===== config.mk =====
export PLATFORM = sky130hd
export DESIGN_NAME = tca_mul
export DESIGN_NICKNAME = d
export VERILOG_FILES = /design/src/hdl/tca_pkg.sv /design/src/hdl/tca_mul.sv
export SDC_FILE = /design/constraint.sdc
export NUM_CORES = 2
export LEC_CHECK = 0
export BUFFER_PORTS_ARGS = -buffer_cell sky130_fd_sc_hd__buf_4
export CAP_MARGIN = 20
export CORE_UTILIZATION = 50
export CTS_BUF_LIST = sky130_fd_sc_hd__clkbuf_8
export CTS_CLUSTER_DIAMETER = 30
export DETAILED_ROUTE_END_ITERATION = 12
export GPL_ROUTABILITY_DRIVEN = 1
export GPL_TIMING_DRIVEN = 0
export MAX_ROUTING_LAYER = met4
export PLACE_DENSITY = 0.71
export SLEW_MARGIN = 0
export SYNTH_ARGS = -nofsm -noshare
export SYNTH_HDL_FRONTEND = slang
export SYNTH_SLANG_ARGS = --single-unit

===== constraint.sdc =====
create_clock -name clk -period 19.21 [get_ports clk]
set_clock_uncertainty 0.1 [all_clocks]
set_input_delay 2.8815 -clock clk [delete_from_list [all_inputs] [get_ports clk]]
set_output_delay 2.8815 -clock clk [all_outputs]
set_load 0.005 [all_outputs]

===== src/hdl/tca_pkg.sv =====
// Package: widths, constants and sequencer states for thruster command allocation.
`timescale 1ns / 1ps
package tca_pkg;
	localparam int unsigned CoordW = 24;
	localparam int unsigned SlotW = 4;
	localparam int unsigned CmdW = 16;
	localparam int unsigned MaxThrusters = 16;
	localparam int unsigned AccW = 128;
	localparam int unsigned MulW = 50;
	// eps = 1e-6 in Q.48
	localparam logic [AccW-1:0] EpsQ48 = AccW'(281474977);

	localparam logic OpLoad = 1'b0;
	localparam logic OpAlloc = 1'b1;

	typedef enum logic [2:0] {
		ST_IDLE,
		ST_MOM,
		ST_TERM,
		ST_CHECK,
		ST_DIV,
		ST_OUT
	} tca_state_t;

	typedef struct packed {
		logic [SlotW-1:0] slot;
		logic [CmdW-1:0] command;
		logic last;
	} tca_result_t;
endpackage


===== src/hdl/tca_mul.sv =====
// Shared signed multiplier with registered product.
`timescale 1ns / 1ps
module tca_mul
	import tca_pkg::*;
(
	input logic clk,
	input logic signed [MulW-1:0] a,
	input logic signed [CoordW-1:0] b,
	output logic signed [MulW+CoordW-1:0] p_q
);
	// one product per cycle, registered
	always_ff @(posedge clk) begin
		p_q <= a * b;
	end
endmodule


==> flow_metrics.env <==
export IMPL_postSynthAreaPerCell_um2=9.086
export IMPL_worst_hold_slack_ns=2.622
export IMPL_ys_seq_elements=74
export IMPL_worstPathCellList="clkbuf_1 -> clkbuf_1 -> nand2_1 -> fa_1 -> fa_1 -> fa_1 -> fa_1 -> inv_1 -> fa_1 -> fa_1 -> inv_1 -> fa_1 -> inv_1 -> ha_1 -> a21oi_1 -> o21ai_0 -> nand3_1 -> nand2_1 -> a211oi_2 -> a21oi_1 -> a211o_1 -> o31ai_1 -> xnor2_1"
export IMPL_routed_wl_um=159600
export IMPL_hold_viol_final=0
export IMPL_netlist_instances=4574
export IMPL_regMostFlops="p_q"
export IMPL_worst_pin_slew_ns=1.373
export IMPL_yosysSeqAreaShare_pct=3.565
export IMPL_place_area_um2=44190
export IMPL_grt_pass1_vias=35120
export IMPL_use_met2_pct=60.27
export IMPL_fin_crit_ns=11.49
export IMPL_grt_ovfl_total=0
export IMPL_die_x_um=290.3
export IMPL_syn_nets=6014
export IMPL_ant_nets=0
export IMPL_seq_area_um2=1481
export IMPL_final_common_cell="inv_1"
export IMPL_multi_input_area_um2=34660
export IMPL_crit_required_ns=19.52
export IMPL_slew_violations=0
export IMPL_clk_path_buf_depth=2
export IMPL_first_pass_iters=9
export IMPL_tns_ns=0
export IMPL_rsz0062_at_grt="false"
export IMPL_reg_top3="p_q x74"
export IMPL_route_vias_total=32740
export IMPL_final_cell_mix="1188 x inv_1, 1179 x fa_1, 782 x nand2_1, 433 x and2_1, 240 x clkbuf_1"
export IMPL_use_met1_pct=45.53
export IMPL_cts_tree="built"
export IMPL_routed_via_density=5.616
export IMPL_hold_buffers=0
export IMPL_yosys_warnings=0
export IMPL_wire_per_inst_um=27.38
export IMPL_syn_area_um2=41560
export IMPL_setup_violations=0
export IMPL_timing_fmax_mhz=87.07
export IMPL_stdcell_area_um2=44440
export IMPL_grt_use_total_pct=40.40
export IMPL_arrival_ns=11.80
export IMPL_root_buffer="clkbuf_8"
export IMPL_coreArea_um2=82110
export IMPL_drc=0
export IMPL_htreeDepth=3
export IMPL_criticalPathCategory="in -> reg"
export IMPL_synth_edf_count=0
export IMPL_clk_pin_slew_ns=0.10
export IMPL_initial_utilization_pct=50.61
export IMPL_maxCapViolCount=0
export IMPL_io_pins=149
export IMPL_drive_gt1_share_pct=4.008
export IMPL_rows=105
export IMPL_fillers=7582
export IMPL_cts_buffers=9
export IMPL_cts_resized=0
export IMPL_synth_cell_type_count=65
export IMPL_die_h_um=290.3
export IMPL_gr_usage_met3_pct=12.54
export IMPL_synthToLayoutAreaGrowth_pct=6.940
export IMPL_utilization_pct=54.13
export IMPL_busiest_layer="met2"
export IMPL_grt_max_degree=14
export IMPL_status="completed"
export IMPL_gp_congestion=1.087
export IMPL_dieArea_um2=84270
export IMPL_first_iter_violations=3021
export IMPL_final_nets=6175
export IMPL_grt_pass1_wl_um=232900
export IMPL_crit_slowest_cell="a211oi_2"
export IMPL_dpl_hpwl_um=135700
export IMPL_path_max_fanout=10
export IMPL_endpoint_kind="flip-flop"
export IMPL_cts_sinks=74
export IMPL_min_delay_path_class="in -> reg"
export IMPL_antenna_found_initial=17
export IMPL_synth_flop_cell="dfxtp_1"
export IMPL_crit_top_cell="fa_1"
export IMPL_port_buffers=125
export IMPL_cts_setup_buffers=0
export IMPL_start_kind="primary input"
export IMPL_max_stage_delay_ns=0.88
export IMPL_relSlewSlack_pct=8.445
export IMPL_period_share_pct=59.79
export IMPL_async_reset_ff_share_pct=0
export IMPL_largest_reg_flops=74
## cells by family (layout without fill, tap and decap cells)
group,Yosys count,in the layout,share of synthesized area [%]
compound gates,231,231,3.553
mux,1,1,0.02409
fa+ha+maj,1365,1365,62.39
xor+xnor,82,82,1.728
buf+inv,1439,1605,13.05
flops,74,74,3.565
simple gates,1382,1382,15.69
other cells,0,20,0
## layout make-up
cell class              count  area share [%]
plain buffers             251           2.171
diodes                     20          0.1126
well taps                1070           3.012
flip-flops and latches     74           3.333
clock buffers               9          0.2787
inverters                1188           10.03
clock inverters             7          0.1042
multi-input cells        3061           77.98
repair buffers            150           2.973
## stage by stage
step                setup WS, ns  std cells
global placement           6.386       5769
CTS                        8.018       5808
detailed placement         7.491       5792
finish                     7.724       5830
floorplan                  9.581       4574
global route               7.688       5823
## final timing paths
path                  startpoint      end  slack (ns)  depth (start not counted)
worst min-delay path        a[0]   p_q[0]        2.62                          2
worst max-delay path        b[3]  p_q[73]        7.72                         23
## worst max-delay path: cells and delay by family
family / cells / cell delay (ns)
xor+xnor: 1 / 0.15
fa+ha+maj: 8 / 4.09
buf+inv: 5 / 1.46
simple gates: 3 / 0.47
compound gates: 6 / 2.71
## cells in the mapped netlist, types with 2 or more instances
master     count  share of area, %
dfxtp_1       74               3.6
buf_2          5             0.060
o21bai_1      11              0.20
nor3_1         6             0.072
o21ai_1        2             0.024
o21a_1        10              0.18
a2111oi_0      2             0.042
nand4_1       15              0.23
a211oi_1       6              0.11
or3_1          2             0.030
o211a_1        2             0.048
and2_1       433               6.5
clkbuf_2       2             0.024
nor2b_1        5             0.075
ha_1         186               5.6
and3_1        11              0.17
clkbuf_1     242               2.2
nand3_1       27              0.33
and4_1         3             0.063
or2_2          3             0.045
inv_1       1188                11
a211o_1        4             0.084
a2bb2oi_1      2             0.042
a21boi_0       2             0.036
o21ai_0       41              0.49
fa_1        1179                57
nand2_1      782               7.1
nand2b_1      18              0.27
a31oi_1        8              0.12
xor2_1        25              0.53
or4_1          2             0.036
o31ai_1        7              0.13
nor2_1        66              0.60
xnor2_1       57               1.2
a21o_1        25              0.45
o211ai_1       5             0.090
o41ai_1        2             0.042
a21oi_1       87               1.0
## per-layer routing
metal | wire (um) | part of all wire [%]
met5 | 0 | 0
met2 | 70550 | 44
met4 | 15990 | 10
met1 | 54200 | 34
met3 | 18880 | 12
Power is not shown: default switching activity piles up to over one toggle a cycle in this logic, so the estimate is an artifact.
